## src/hw/rtl/fwht_cmdq.sv

```systemverilog
// ----------------------------------------------------------------------------
// fwht_cmdq
// Two-entry command queue between the classifier and the execution unit.
// ----------------------------------------------------------------------------
module fwht_cmdq #(
   parameter int WIDTH = 8
) (
   input  logic             clock,
   input  logic             reset,
   input  logic             in_valid,
   output logic             in_ready,
   input  logic [WIDTH-1:0] in_data,
   output logic             out_valid,
   input  logic             out_ready,
   output logic [WIDTH-1:0] out_data
);

   localparam int DEPTH = 2;

   logic [WIDTH-1:0] store_ff [DEPTH];
   logic             wr_ptr_ff, wr_ptr_in;
   logic             rd_ptr_ff, rd_ptr_in;
   logic [1:0]       count_ff, count_in;
   logic             push, pop;

   assign in_ready  = (count_ff != 2'(DEPTH));
   assign out_valid = (count_ff != 2'd0);
   assign out_data  = store_ff[rd_ptr_ff];
   assign push      = in_valid && in_ready;
   assign pop       = out_valid && out_ready;

   always_comb begin
      wr_ptr_in = push ? !wr_ptr_ff : wr_ptr_ff;
      rd_ptr_in = pop ? !rd_ptr_ff : rd_ptr_ff;
      count_in  = count_ff + 2'(push) - 2'(pop);
   end

   always_ff @(posedge clock) begin
      if (reset) begin
         wr_ptr_ff <= 1'b0;
         rd_ptr_ff <= 1'b0;
         count_ff  <= 2'd0;
      end else begin
         wr_ptr_ff <= wr_ptr_in;
         rd_ptr_ff <= rd_ptr_in;
         count_ff  <= count_in;
      end
      if (push) begin
         store_ff[wr_ptr_ff] <= in_data;
      end
   end

endmodule

```

## config.mk

```make
export PLATFORM = sky130hd
export DESIGN_NAME = fwht_cmdq
export DESIGN_NICKNAME = d
export VERILOG_FILES = /design/src/hw/rtl/fwht_cmdq.sv
export SDC_FILE = /design/constraint.sdc
export NUM_CORES = 1
export LEC_CHECK = 0
export BUFFER_PORTS_ARGS = -buffer_cell sky130_fd_sc_hd__buf_2
export CORE_ASPECT_RATIO = 0.8
export CORE_MARGIN = 5
export CORE_UTILIZATION = 35
export DETAILED_ROUTE_END_ITERATION = 10
export PLACE_DENSITY = 0.6
export SYNTH_ARGS = -nofsm -noshare
export SYNTH_HDL_FRONTEND = slang
export SYNTH_SLANG_ARGS = --single-unit
```

## constraint.sdc

```tcl
create_clock -name clock -period 1.4 [get_ports clock]
set_clock_uncertainty 0.15 [all_clocks]
set_input_delay 0.35 -clock clock [delete_from_list [all_inputs] [get_ports clock]]
set_output_delay 0.35 -clock clock [all_outputs]
set_load 0.02 [all_outputs]
```

# [Yosys cells after proc, flatten, opt, wreduce, memory -nomap -nowiden]
# Memories as Yosys holds them, arrays and structs flattened. A register that Yosys moved wholly into a read port is not among the register bits.
# Cells that the tools add are included.
[totals] register_bits=4 latchBits=0 ram_bits=16 romBits=0 in_bits=12 output_inout_bits=10 elab_cells=16 n_memories=1
[mem_list] name="store_ff" words=2 width=8 rd=1 rd_ports_with_merged_regs=1 wr=1 line="20" source="logic [WIDTH-1:0] store_ff [DEPTH];"
[op_classes] addsub=2 n_mul=0 div_mod_pow=0 magnitude_cmp=0 n_eq_ne=1 shifts=0 n_mux=4 n_bitwise=0 n_reduce_logical=5
[ops] cell="$mux 1" n=4
[ops] cell="$add 2x1->2" n=1
[ops] cell="$logic_and 1x1->1" n=2
[ops] cell="$logic_not 1->1" n=2
[ops] cell="$ne 2x2->1 const B" n=1
[ops] cell="$reduce_bool 2->1" n=1
[ops] cell="$sub 2x1->2" n=1

# [Depth between registers and ports, before layout]
[depth] depth_word=4 ltp_mapped=6 depth_no_buf=6

# [Worst setup path after synthesis]
# Ideal clock, no wire load.
[synth_path] path_type="input port to flip-flop" start="in out_ready" end="reg count_ff[1]" setup_time_ns=0.124 arrival_ns=1.225 t_required_ns=1.126 slack_ns=-0.099 stages=6 n_path_buf=0 path_cell_list="and2b_1 -> o21ba_2 -> nor2_1 -> ha_1 -> nor4_1 -> nor3_1"
[synth_between] elab_chain_cells=2
[synth_rtl] item="from (decl)" line="14" source="input logic out_ready,"
[synth_rtl] item="$logic_and 1x1->1" line="30" source="assign pop = out_valid && out_ready;"
[synth_rtl] item="$sub 2x1->2" line="35" source="count_in = count_ff + 2'(push) - 2'(pop);"
[synth_rtl] item="to (signal assigned)" line="46" source="count_ff <= count_in;"
[synth_rtl] item="to (decl)" line="23" source="logic [1:0] count_ff, count_in;"
# No other way between the ends.
# A chain may end at the register's enable or synchronous reset.

==> impl_metrics.env <==
export IMPL_status="finished with violations"
export IMPL_failed_checks="negative setup slack"
export IMPL_drt_wirelength_per_cell_um=14.4
export IMPL_r2r_start="count_ff[1]"
export IMPL_syn_inst=54
export IMPL_n_antenna_cell=0
export IMPL_powerDensity_nw_per_um2=1520
export IMPL_drc_errors=0
export IMPL_critPathTopFamily="flip-flops"
export IMPL_start_util_pct=37.6
export IMPL_drive_gt1_share_pct=64.8
export IMPL_area_growth_pct=52.5
export IMPL_vias=576
export IMPL_grt_max_degree=12
export IMPL_max_freq_mhz=578
export IMPL_async_reset_ff_share_pct=0
export IMPL_synthFlopType="edfxtp_1"
export IMPL_worstMarginPinSlew_ps=410
export IMPL_port_buffers=21
export IMPL_whs_ps=83.3
export IMPL_holdCritPathClass="in -> reg"
export IMPL_tns_ps=-3050
export IMPL_n_fill_cell=180
export IMPL_ys_seq_area_share_pct=69.8
export IMPL_p_leak_uw=0.000523
export IMPL_cpMostUsedCell="buf_6"
export IMPL_rsz0062_at_grt="true"
export IMPL_cts_sink_count=21
export IMPL_max_cap_violations=0
export IMPL_placed_cells=108
export IMPL_min_from="in_data[2]"
export IMPL_grt_pass1_wl_um=2600
export IMPL_hpwl_um=1090
export IMPL_dpl_cell_area_um2=1030
export IMPL_critPathKind="reg -> out"
export IMPL_overflow=0
export IMPL_required_ps=900
export IMPL_fin_nets=105
export IMPL_avgSynthCellArea_um2=15.4
export IMPL_clockRootBuffer="clkbuf_4"
export IMPL_critPathMaxStageDelay_ps=360
export IMPL_synth_distinct_cells=23
export IMPL_hold_viol=0
export IMPL_yosysWarnings=0
export IMPL_path_cells="buf_6 -> mux2_4 -> buf_6"
export IMPL_first_global_vias=602
export IMPL_cp_num_buf_inv=2
export IMPL_finalWirelength_um=1680
export IMPL_fin_crit_ps=1730
export IMPL_p_total_uw=1930
export IMPL_clk_pin_slew_ps=110
export IMPL_rows=15
export IMPL_startpoint_type="flip-flop"
export IMPL_maxSlewViolCount=0
export IMPL_critPathMaxFanout=5
export IMPL_fin_cells=116
export IMPL_final_period_utilization_pct=124
export IMPL_antenna_found_initial=0
export IMPL_insertion_delay_ps=300
export IMPL_ant_nets=0
export IMPL_syn_nets=67
export IMPL_design_area_um2=1270
export IMPL_numCtsBuffers=3
export IMPL_core_area_um2=2210
export IMPL_ir_drop_mv=0.677
export IMPL_layout_common_cells="17 x buf_6, 16 x edfxtp_1, 11 x buf_2, 8 x mux2_4, 6 x buf_4"
export IMPL_die_h_um=53.6
export IMPL_dieArea_um2=3460
export IMPL_die_w_um=64.5
export IMPL_final_common_cell="buf_6"
export IMPL_ioPinCount=22
export IMPL_clockBufferDepth=2
export IMPL_cp_arrival_ps=1230
export IMPL_gp_congestion=0.666
export IMPL_dr_pass1_iters=4
export IMPL_via_per_inst=4.97
export IMPL_drt_iter0_markers=9
export IMPL_fin_ws_ps=-330
export IMPL_grt_total_usage_pct=10.3
export IMPL_cts_tree="done"
export IMPL_mappedNetlistArea_um2=832
export IMPL_cp_end_kind="output pin"
export IMPL_cp_slowest_cell="dfxtp_2"
export IMPL_max_slew_margin_rel_pct=72.4
export IMPL_htree_levels=1
export IMPL_synth_enable_flop_cells=16
export IMPL_synth_seq_cells=21
export IMPL_finalSetupViolCount=12
[synthesized netlist by cell type (all sizes together) (2+ instances only)]
library cell / number / area (µm²)
nor2: 4 / 15.0
and3: 2 / 12.5
dfxtp: 5 / 100
edfxtp: 16 / 480
mux2: 8 / 90.1
o21ai: 2 / 10.0
[through the flow]
stage / setup WS [ps] / utilization [%]
final: -330 / 57.3
after floorplan: -51.2 / -
after CTS: -347 / 54.5
after global routing: -387 / 57.3
after global placement: -165 / 46.7
after detailed placement: -234 / 46.7
[per-layer routing]
metal  wire [µm]  up-vias  part of all wire (%)  track usage (%)
met5           0        -                     0                0
li1            -      278                     -                -
met4           9        0                  0.54             2.11
met2         882       12                    53             19.2
met3          77        2                   4.6             3.97
met1         705      284                    42             11.3
[logic make-up after synthesis]
| family | after synthesis | share of synthesized area (%) |
|---|---|---|
| buffers and inverters | 2 | 1.05 |
| adders and majority gates | 1 | 1.50 |
| DFF | 21 | 69.8 |
| xor gates and xnor gates | 1 | 1.05 |
| and+or+nand+nor | 15 | 10.5 |
| muxes | 8 | 10.8 |
| AOI/OAI and AO/OA | 6 | 5.26 |
[layout make-up]
type	instances	area, µm²	share of cell area, %
multi-input cells	31	332	26.1
inverters	1	3.75	0.296
well taps	25	31.3	2.47
clock buffers	4	26.3	2.07
repair buffers	34	292	23.0
flip-flops and latches	21	584	46.1
[flip-flops by register name (all words and copies together), names as in the netlist, named ones only]
signal	cells
rd_ptr_ff	1
store_ff	16
count_ff	2
wr_ptr_ff	1
[what timing repair did]
item,4_1_cts,5_1_grt
buffers inserted,3,1
endpoints found under the setup margin,12,12
pin swaps,5,3
hold buffers,0,0
resized for setup,38,12
[path summary, 6_finish.rpt]
path / slack [ps] / cells past startpoint / to
setup reg to reg: -120 / 6 / count_ff[1]
hold reg to reg: 390 / 2 / flip-flop
hold / removal: 80 / 1 / store_ff[0][2]
setup / recovery: -330 / 3 / out_data[0]
[power by group]
| part | internal [µW] | switching (µW) | leakage (µW) |
|---|---|---|---|
| clock network | 111 | 169 | 0.0000150 |
| logic | 488 | 350 | 0.000316 |
| registers | 767 | 43.9 | 0.000192 |
| total | 1370 | 564 | 0.000523 |
Power figures use the tool's default switching activity.
