## src/hw/rtl/fwht_pkg.sv

```systemverilog
// ----------------------------------------------------------------------------
// fwht_pkg
// Shared types and constants of the Walsh-Hadamard transform block.
// ----------------------------------------------------------------------------
package fwht_pkg;

   localparam int LOG2_MAX_LEN_DEF = 10;
   localparam int SAMPLE_BITS_DEF  = 16;
   localparam int CFG_BITS         = 4;
   localparam int LOG2_LEN_RESET   = 10;
   localparam int COEF_BITS        = 26;

   typedef enum logic [1:0] {
      ST_ACCEPTED = 2'd0,
      ST_COEF     = 2'd1,
      ST_REJECTED = 2'd2
   } status_type;

   typedef enum logic [1:0] {
      CMD_PUSH   = 2'd0,
      CMD_READ   = 2'd1,
      CMD_REJECT = 2'd2
   } cmd_op_type;

   typedef struct packed {
      cmd_op_type op;
      logic       last;
   } cmd_ctl_type;

endpackage

```

## src/hw/rtl/fwht_ifs.sv

```systemverilog
// ----------------------------------------------------------------------------
// fwht channel interfaces
// Request, response and register-write channels with valid/ready handshake.
// ----------------------------------------------------------------------------
interface fwht_req_if #(
   parameter int SAMPLE_BITS = 16
);
   logic                          valid;
   logic                          ready;
   logic                          req_type;
   logic signed [SAMPLE_BITS-1:0] sample_in;

   modport source (output valid, output req_type, output sample_in, input ready);
   modport sink   (input valid, input req_type, input sample_in, output ready);
endinterface


interface fwht_csr_if;
   import fwht_pkg::*;
   logic                valid;
   logic                ready;
   logic [CFG_BITS-1:0] log2_length;

   modport source (output valid, output log2_length, input ready);
   modport sink   (input valid, input log2_length, output ready);
endinterface

```

## src/hw/rtl/fwht_front.sv

```systemverilog
// ----------------------------------------------------------------------------
// fwht_front
// Accepts requests, holds the frame bookkeeping and the length register,
// and turns each request into a push, read or reject command.
// ----------------------------------------------------------------------------
module fwht_front #(
   parameter int LOG2_MAX_LEN = 10,
   parameter int SAMPLE_BITS  = 16
) (
   input  logic                                  clock,
   input  logic                                  reset,
   fwht_req_if.sink                              req,
   fwht_csr_if.sink                              csr,
   output logic                                  q_valid,
   input  logic                                  q_ready,
   output fwht_pkg::cmd_ctl_type                 q_ctl,
   output logic [LOG2_MAX_LEN-1:0]               q_addr,
   output logic signed [SAMPLE_BITS-1:0]         q_sample,
   output logic [$clog2(LOG2_MAX_LEN+1)-1:0]     lg
);
   import fwht_pkg::*;

   localparam int AW = LOG2_MAX_LEN;
   localparam int SW = $clog2(LOG2_MAX_LEN + 1);
   localparam int LG_RESET = (LOG2_LEN_RESET > LOG2_MAX_LEN) ? LOG2_MAX_LEN
                                                              : LOG2_LEN_RESET;

   logic [SW-1:0] lg_ff, lg_in;
   logic [AW-1:0] load_cnt_ff, load_cnt_in;
   logic [AW-1:0] rd_idx_ff, rd_idx_in;
   logic          pending_ff, pending_in;
   logic [AW-1:0] len_m1;
   logic          accept;
   logic          is_push;

   function automatic logic [SW-1:0] clamp_lg(input logic [CFG_BITS-1:0] v);
      logic [SW-1:0] r;
      if (v == '0) begin
         r = SW'(1);
      end else if (int'(v) > LOG2_MAX_LEN) begin
         r = SW'(LOG2_MAX_LEN);
      end else begin
         r = SW'(v);
      end
      return r;
   endfunction

   assign len_m1   = AW'(((AW+1)'(1) << lg_ff) - (AW+1)'(1));
   assign req.ready = q_ready;
   assign csr.ready = 1'b1;
   assign accept   = req.valid && q_ready;
   assign is_push  = (req.req_type == 1'b0);
   assign q_valid  = req.valid;
   assign q_sample = req.sample_in;
   assign lg       = lg_ff;

   always_comb begin
      q_ctl.op   = CMD_REJECT;
      q_ctl.last = 1'b0;
      q_addr     = '0;
      if (is_push && !pending_ff) begin
         q_ctl.op   = CMD_PUSH;
         q_ctl.last = (load_cnt_ff == len_m1);
         q_addr     = load_cnt_ff;
      end else if (!is_push && pending_ff) begin
         q_ctl.op   = CMD_READ;
         q_ctl.last = (rd_idx_ff == len_m1);
         q_addr     = rd_idx_ff;
      end
   end

   always_comb begin
      lg_in       = lg_ff;
      load_cnt_in = load_cnt_ff;
      rd_idx_in   = rd_idx_ff;
      pending_in  = pending_ff;
      if (csr.valid) begin
         lg_in       = clamp_lg(csr.log2_length);
         load_cnt_in = '0;
         rd_idx_in   = '0;
         pending_in  = 1'b0;
      end else if (accept) begin
         unique case (q_ctl.op)
            CMD_PUSH: begin
               if (q_ctl.last) begin
                  load_cnt_in = '0;
                  rd_idx_in   = '0;
                  pending_in  = 1'b1;
               end else begin
                  load_cnt_in = load_cnt_ff + AW'(1);
               end
            end
            CMD_READ: begin
               if (q_ctl.last) begin
                  rd_idx_in  = '0;
                  pending_in = 1'b0;
               end else begin
                  rd_idx_in = rd_idx_ff + AW'(1);
               end
            end
            default: begin
            end
         endcase
      end
   end

   always_ff @(posedge clock) begin
      if (reset) begin
         lg_ff       <= SW'(LG_RESET);
         load_cnt_ff <= '0;
         rd_idx_ff   <= '0;
         pending_ff  <= 1'b0;
      end else begin
         lg_ff       <= lg_in;
         load_cnt_ff <= load_cnt_in;
         rd_idx_ff   <= rd_idx_in;
         pending_ff  <= pending_in;
      end
   end

endmodule

```

## src/flat_wrapper.sv

```systemverilog
// flat-port wrapper written by rule: the top's interface ports become plain ports
module fwht_front_flat import fwht_pkg::*;
#(
   parameter int LOG2_MAX_LEN = 10,
   parameter int SAMPLE_BITS  = 16
)
  (clock, reset, q_valid, q_ready, q_ctl, q_addr, q_sample, lg, req_valid, req_req_type, req_sample_in, req_ready, csr_valid, csr_log2_length, csr_ready);
  fwht_req_if #(.SAMPLE_BITS(SAMPLE_BITS)) req_i ();
  fwht_csr_if csr_i ();
  input  logic clock;
  input  logic reset;
  output logic q_valid;
  input  logic q_ready;
  output fwht_pkg::cmd_ctl_type q_ctl;
  output logic [LOG2_MAX_LEN-1:0] q_addr;
  output logic signed [SAMPLE_BITS-1:0] q_sample;
  output logic [$clog2(LOG2_MAX_LEN+1)-1:0] lg;
  input wire logic [$bits(req_i.valid)-1:0] req_valid;
  input wire logic [$bits(req_i.req_type)-1:0] req_req_type;
  input wire logic [$bits(req_i.sample_in)-1:0] req_sample_in;
  output wire logic [$bits(req_i.ready)-1:0] req_ready;
  input wire logic [$bits(csr_i.valid)-1:0] csr_valid;
  input wire logic [$bits(csr_i.log2_length)-1:0] csr_log2_length;
  output wire logic [$bits(csr_i.ready)-1:0] csr_ready;
  assign req_i.valid = req_valid;
  assign req_i.req_type = req_req_type;
  assign req_i.sample_in = req_sample_in;
  assign req_ready = req_i.ready;
  assign csr_i.valid = csr_valid;
  assign csr_i.log2_length = csr_log2_length;
  assign csr_ready = csr_i.ready;
  fwht_front #(.LOG2_MAX_LEN(LOG2_MAX_LEN), .SAMPLE_BITS(SAMPLE_BITS)) u_core (.clock(clock), .reset(reset), .req(req_i), .csr(csr_i), .q_valid(q_valid), .q_ready(q_ready), .q_ctl(q_ctl), .q_addr(q_addr), .q_sample(q_sample), .lg(lg));
endmodule
```

## config.mk

```make
export PLATFORM = sky130hd
export DESIGN_NAME = fwht_front_flat
export DESIGN_NICKNAME = d
export VERILOG_FILES = /design/src/hw/rtl/fwht_pkg.sv /design/src/hw/rtl/fwht_ifs.sv /design/src/hw/rtl/fwht_front.sv /design/src/flat_wrapper.sv
export SDC_FILE = /design/constraint.sdc
export NUM_CORES = 1
export LEC_CHECK = 0
export ABC_CLOCK_PERIOD_IN_PS = 6600
export CAP_MARGIN = 40
export CORE_MARGIN = 2
export CORE_UTILIZATION = 69
export CTS_CLUSTER_SIZE = 10
export DETAILED_ROUTE_END_ITERATION = 12
export DONT_BUFFER_PORTS = 1
export MAX_ROUTING_LAYER = met4
export PLACE_DENSITY_LB_ADDON = 0.25
export SYNTH_ARGS = -nofsm -noshare
export SYNTH_HDL_FRONTEND = slang
export SYNTH_SLANG_ARGS = --single-unit
```

## constraint.sdc

```tcl
create_clock -name clock -period 6.6 [get_ports clock]
set_clock_uncertainty 0.1 [all_clocks]
set_input_delay 0.66 -clock clock [delete_from_list [all_inputs] [get_ports clock]]
set_output_delay 0.66 -clock clock [all_outputs]
set_load 0.1 [all_outputs]
```

* Yosys cells after proc, flatten, opt, wreduce, memory -nomap -nowiden *
Index checks and enable logic that the tools add are counted.

word-level totals
  memory bits (read-only) = 0
  input bits = 26
  RAM bits = 0
  register bits = 25
  memories = 0
  output and inout port bits = 36
  latch bits = 0
  word-level logic and storage cells = 39

cells by class
  multipliers = 0
  magnitude comparators = 1
  shift-type cells = 1
  div/mod/pow operators = 0
  $add $sub $neg = 3
  multiplexer cells = 13
  equal/unequal tests = 5
  reductions and logical operators = 11
  bitwise gates (word level) = 1

operators with widths
  operator                 count
  $mux W10                 5
  $add A10 B1 Y10 const B  2
  $eq A10 B10 Y1           2
  $pmux W10 S2             1
  $shl A1 B4 Y10 const A   1
  $sub A10 B2 Y10 const B  1
  $mux W4                  2
  $mux W3                  2
  $gt A4 B4 Y1 const B     1
  $logic_not A4 Y1         1
  $ne A2 B2 Y1 const B     2
  $reduce_and A4 Y1        1
  $logic_and A1 B1 Y1      3
  $reduce_and A3 Y1        1
  $eq A2 B1 Y1 const B     1
  $logic_not A2 Y1         1
  $mux W1                  2
  $pmux W1 S2              1
  $reduce_and A2 Y1        1
  $reduce_bool A2 Y1       1
  $reduce_or A2 Y1         1
  $logic_not A1 Y1         1
  $not A1 Y1               1

* Longest topological paths before layout *
  word-level depth = 8
  gate-level depth with buffers = 14
  depth with buffers taken out = 10

* Least setup slack after synthesis *
No wires, ideal clock.

  path kind = input to output
  from = in req_req_type
  to = out q_addr[5]
  arrival = 4.207 ns
  stages on the path = 5
  slack = 1.633 ns
  path buffers = 2
  cells stage by stage = ha_1 > clkbuf_1 > clkbuf_1 > nand2_1 > o21ai_0

between the ends
  longest elaborated chain between the ends = 3

ends and longest elaborated chain
  what                                               line                                RTL
  start, declared                                    flat_wrapper.sv:19                  input wire logic [$bits(req_i.req_type)-1:0] req_req_type;
  $logic_and A1 B1 Y1 or $not A1 Y1 (tied branches)  fwht_front.sv:65, fwht_front.sv:52
  $mux W10 or $logic_and A1 B1 Y1 (tied branches)    fwht_front.sv:65, fwht_front.sv:61
  $mux W10 (*)                                       fwht_front.sv:61                    if (is_push && !pending_ff) begin
  end, declared                                      flat_wrapper.sv:15                  output logic [LOG2_MAX_LEN-1:0] q_addr;

Every way passes the cells marked *; elsewhere a longest branch is shown, timed or not.

==> results_dict.tcl <==
set metrics [dict create \
    status "finished clean" \
    grt.total_usage_pct 29.33 \
    synth_edf_count 0 \
    layout_common_cells "40 x nand2_1, 25 x dfxtp_1, 16 x nor2_1, 14 x a21oi_1, 13 x o21ai_0" \
    core_area_mm2 0.003003 \
    worstMarginPinSlew_ps 770.3 \
    avgSynthCellArea_um2 7.520 \
    finalSetupTns_ps 0 \
    power_leakage_nw 0.8104 \
    rsz0062_at_grt "no" \
    cts_buffers 3 \
    grt_overflow_total 0 \
    critical_path.max_fanout 19 \
    drc 0 \
    placementRows 20 \
    synth-xor-area-share_pct 9.289 \
    r2r_start "u_core.lg[1]$_SDFFE_PP1P_" \
    synth-compound-area-share_pct 22.05 \
    dp.cells 292 \
    yosysUniqueCellTypes 63 \
    worstSkewPairLatency_ps 340 \
    startpoint_type "flop" \
    die_x_um 59.54 \
    yosysSeqAreaShare_pct 23.52 \
    crit_type "reg -> out" \
    syn2layout_area_growth_pct 4.292 \
    via_per_inst 6.351 \
    clk_path_buf_depth 2 \
    grt_max_degree 32 \
    cts_tree "yes" \
    r2r_cells 10 \
    yosys.area_share.simple_pct 28.22 \
    synth_fp_nets 314 \
    cts_setup_buffers 0 \
    critical_path_required_ps 5840 \
    muxShareOfSynthArea_pct 0.9406 \
    async_flop_share_pct 0 \
    gp_congestion 0.7986 \
    firstDrtPassIters 4 \
    final_common_cell "nand2_1" \
    grt_use_met3_pct 3.275 \
    cts_max_level 1 \
    io_pins 62 \
    nets 295 \
    synth_top_family_by_area "simple AND/OR/NAND/NOR gates" \
    path_clk_slew_ps 120 \
    finalMaxSlewViolations 0 \
    end_kind "primary output" \
    slew_headroom_pct 48.54 \
    vdd_drop_max_mv 0.1200 \
    synthAdderAreaFrac_pct 2.939 \
    antenna_cells 0 \
    dieArea_mm2 0.003545 \
    cp.arrival_ps 3680 \
    synth_seq_cells 25 \
    max_clock_freq_mhz 225.2 \
    worst_r2r_endpoint "u_core.rd_idx_ff[2]$_SDFFE_PP0P_" \
    ys.flop_type "dfxtp_1" \
    start_util_pct 70.87 \
    die_h_um 59.54 \
    hold_violations 0 \
    synthCells 283 \
    grt-busiest-layer "met2" \
    root_buffer "clkbuf_4" \
    cap_violations 0 \
    final_cells 296 \
    ctsHoldBuffers 0 \
    syn_area_mm2 0.002128 \
    met2_usage_pct 46.47 \
    cts_sinks 25 \
    hold_slack_ps 294.4 \
    drt-wirelength-per-cell_um 16.63 \
    min_period_ps 4441 \
    preCtsSetupSlack_ps 2544 \
    drive_gt1_share_pct 15.97 \
    grt_pass1_wl_um 7679 \
    ant_nets 0 \
    ys.warnings.count 0 \
    wirelength_um 4923 \
    io_buffers 0 \
    via_count 1880 \
    setup.worst_path.end "q_ctl[0]" \
    grt_pass1_vias 1615 \
    hold_path.class "in -> reg" \
    cp-startpoint "u_core.lg[1]$_SDFFE_PP1P_" \
    p_per_area_mw_per_mm2 130.1 \
    design_area_mm2 0.002220 \
    cts.repair.resized 0 \
    setup_slack_ps 2159 \
    r2r_setup_slack_ps 2680 \
    dp_hpwl_um 3618 \
    antenna_found_initial 0 \
    drt-initial-drc-count 95 \
    detailed_place.area_mm2 0.002193 \
    grt_util_met1_pct 38.39 \
    period_share_pct 67.29 \
    setup_viol 0 \
]
## sequential cells by signal, indices dropped and copies added (netlist names)
signal	flops
u_core.load_cnt_ff	10
u_core.lg	4
u_core.pending_ff	1
u_core.rd_idx_ff	10
## power breakdown
part           leakage (nW)  switching (W)  internal, W
clock                0.0150      0.0000479    0.0000238
combinational         0.593      0.0000418    0.0000193
sequential            0.202     0.00000335     0.000153
## critical path, cell delays in order, from the launching register on
cell and delay, ps:
dfxtp_1 320, buf_4 270, or4_1 650, ha_1 440, or4_4 490, a21o_1 190, a21boi_0 130, xor2_1 200
nand4_2 270, nand2_1 190, buf_8 210
## cells by family (layout without fill, tap and decap cells)
kind of cell / after synthesis / count (layout)
other cells: 1 / 1
mux: 2 / 2
compound gates: 71 / 71
flops: 25 / 25
xor+xnor: 21 / 21
buf+inv: 48 / 28
fa+ha+maj: 5 / 5
simple gates: 110 / 110
## per-stage QoR
step,power (W),utilization (%)
after floorplan,0.0002623,-
after global placement,0.0002165,66.63
after detailed placement,0.0002200,73.04
after CTS,0.0002894,73.92
after global routing,0.0002980,73.92
final,0.0002887,73.92
## how the worst min path moves through the flow
stage,cells past startpoint,end,start,slack (ps)
3_5_place_dp,2,u_core.pending_ff$_SDFFE_PP0P_,u_core.pending_ff$_SDFFE_PP0P_,410
3_3_place_gp,2,u_core.pending_ff$_SDFFE_PP0P_,u_core.pending_ff$_SDFFE_PP0P_,400
2_1_floorplan,2,u_core.pending_ff$_SDFFE_PP0P_,u_core.pending_ff$_SDFFE_PP0P_,380
5_1_grt,1,u_core.lg[0]$_SDFFE_PP0P_,reset,280
6_report,1,u_core.lg[0]$_SDFFE_PP0P_,reset,290
4_1_cts,1,u_core.lg[0]$_SDFFE_PP0P_,reset,290
## routing by layer
layer | share of wire [%] | vias to the layer above
met4 | 1.5 | 0
met3 | 5.5 | 7
met5 | 0 | -
met1 | 44 | 859
li1 | - | 950
met2 | 49 | 64
## Yosys cell counts, drive strengths merged, types with 2 or more instances
cell,instances,area (um2)
nand2,40,150.1
buf,29,202.7
dfxtp,25,500.5
o21ai,23,115.1
nor2,16,60.06
a21oi,14,70.07
clkbuf,13,48.80
xor2,12,105.1
nand3,8,40.04
nand4,8,56.30
xnor2,8,70.07
inv,6,22.52
ha,5,62.56
or3,5,31.28
or4,5,41.29
a21o,4,30.03
and3,4,25.02
nor3,4,30.03
nor4b,4,41.29
o211ai,4,30.03
a31oi,3,18.77
and2,3,18.77
o31ai,3,22.52
a21boi,2,15.02
mux2i,2,20.02
nand4b,2,17.52
nor2b,2,12.51
o21bai,2,26.28
o221ai,2,17.52
o22ai,2,12.51
or2,2,12.51
## layout make-up
cell class | count | area [um2]
Timing Repair Buffer | 18 | 237.7
Fill cell | 244 | 783.3
Multi-Input combinational cell | 210 | 1391
Tap cell | 33 | 41.29
Sequential cell | 25 | 500.5
Clock buffer | 4 | 26.28
Inverter | 6 | 22.52
No activity file was read; power rests on OpenSTA's default activity.
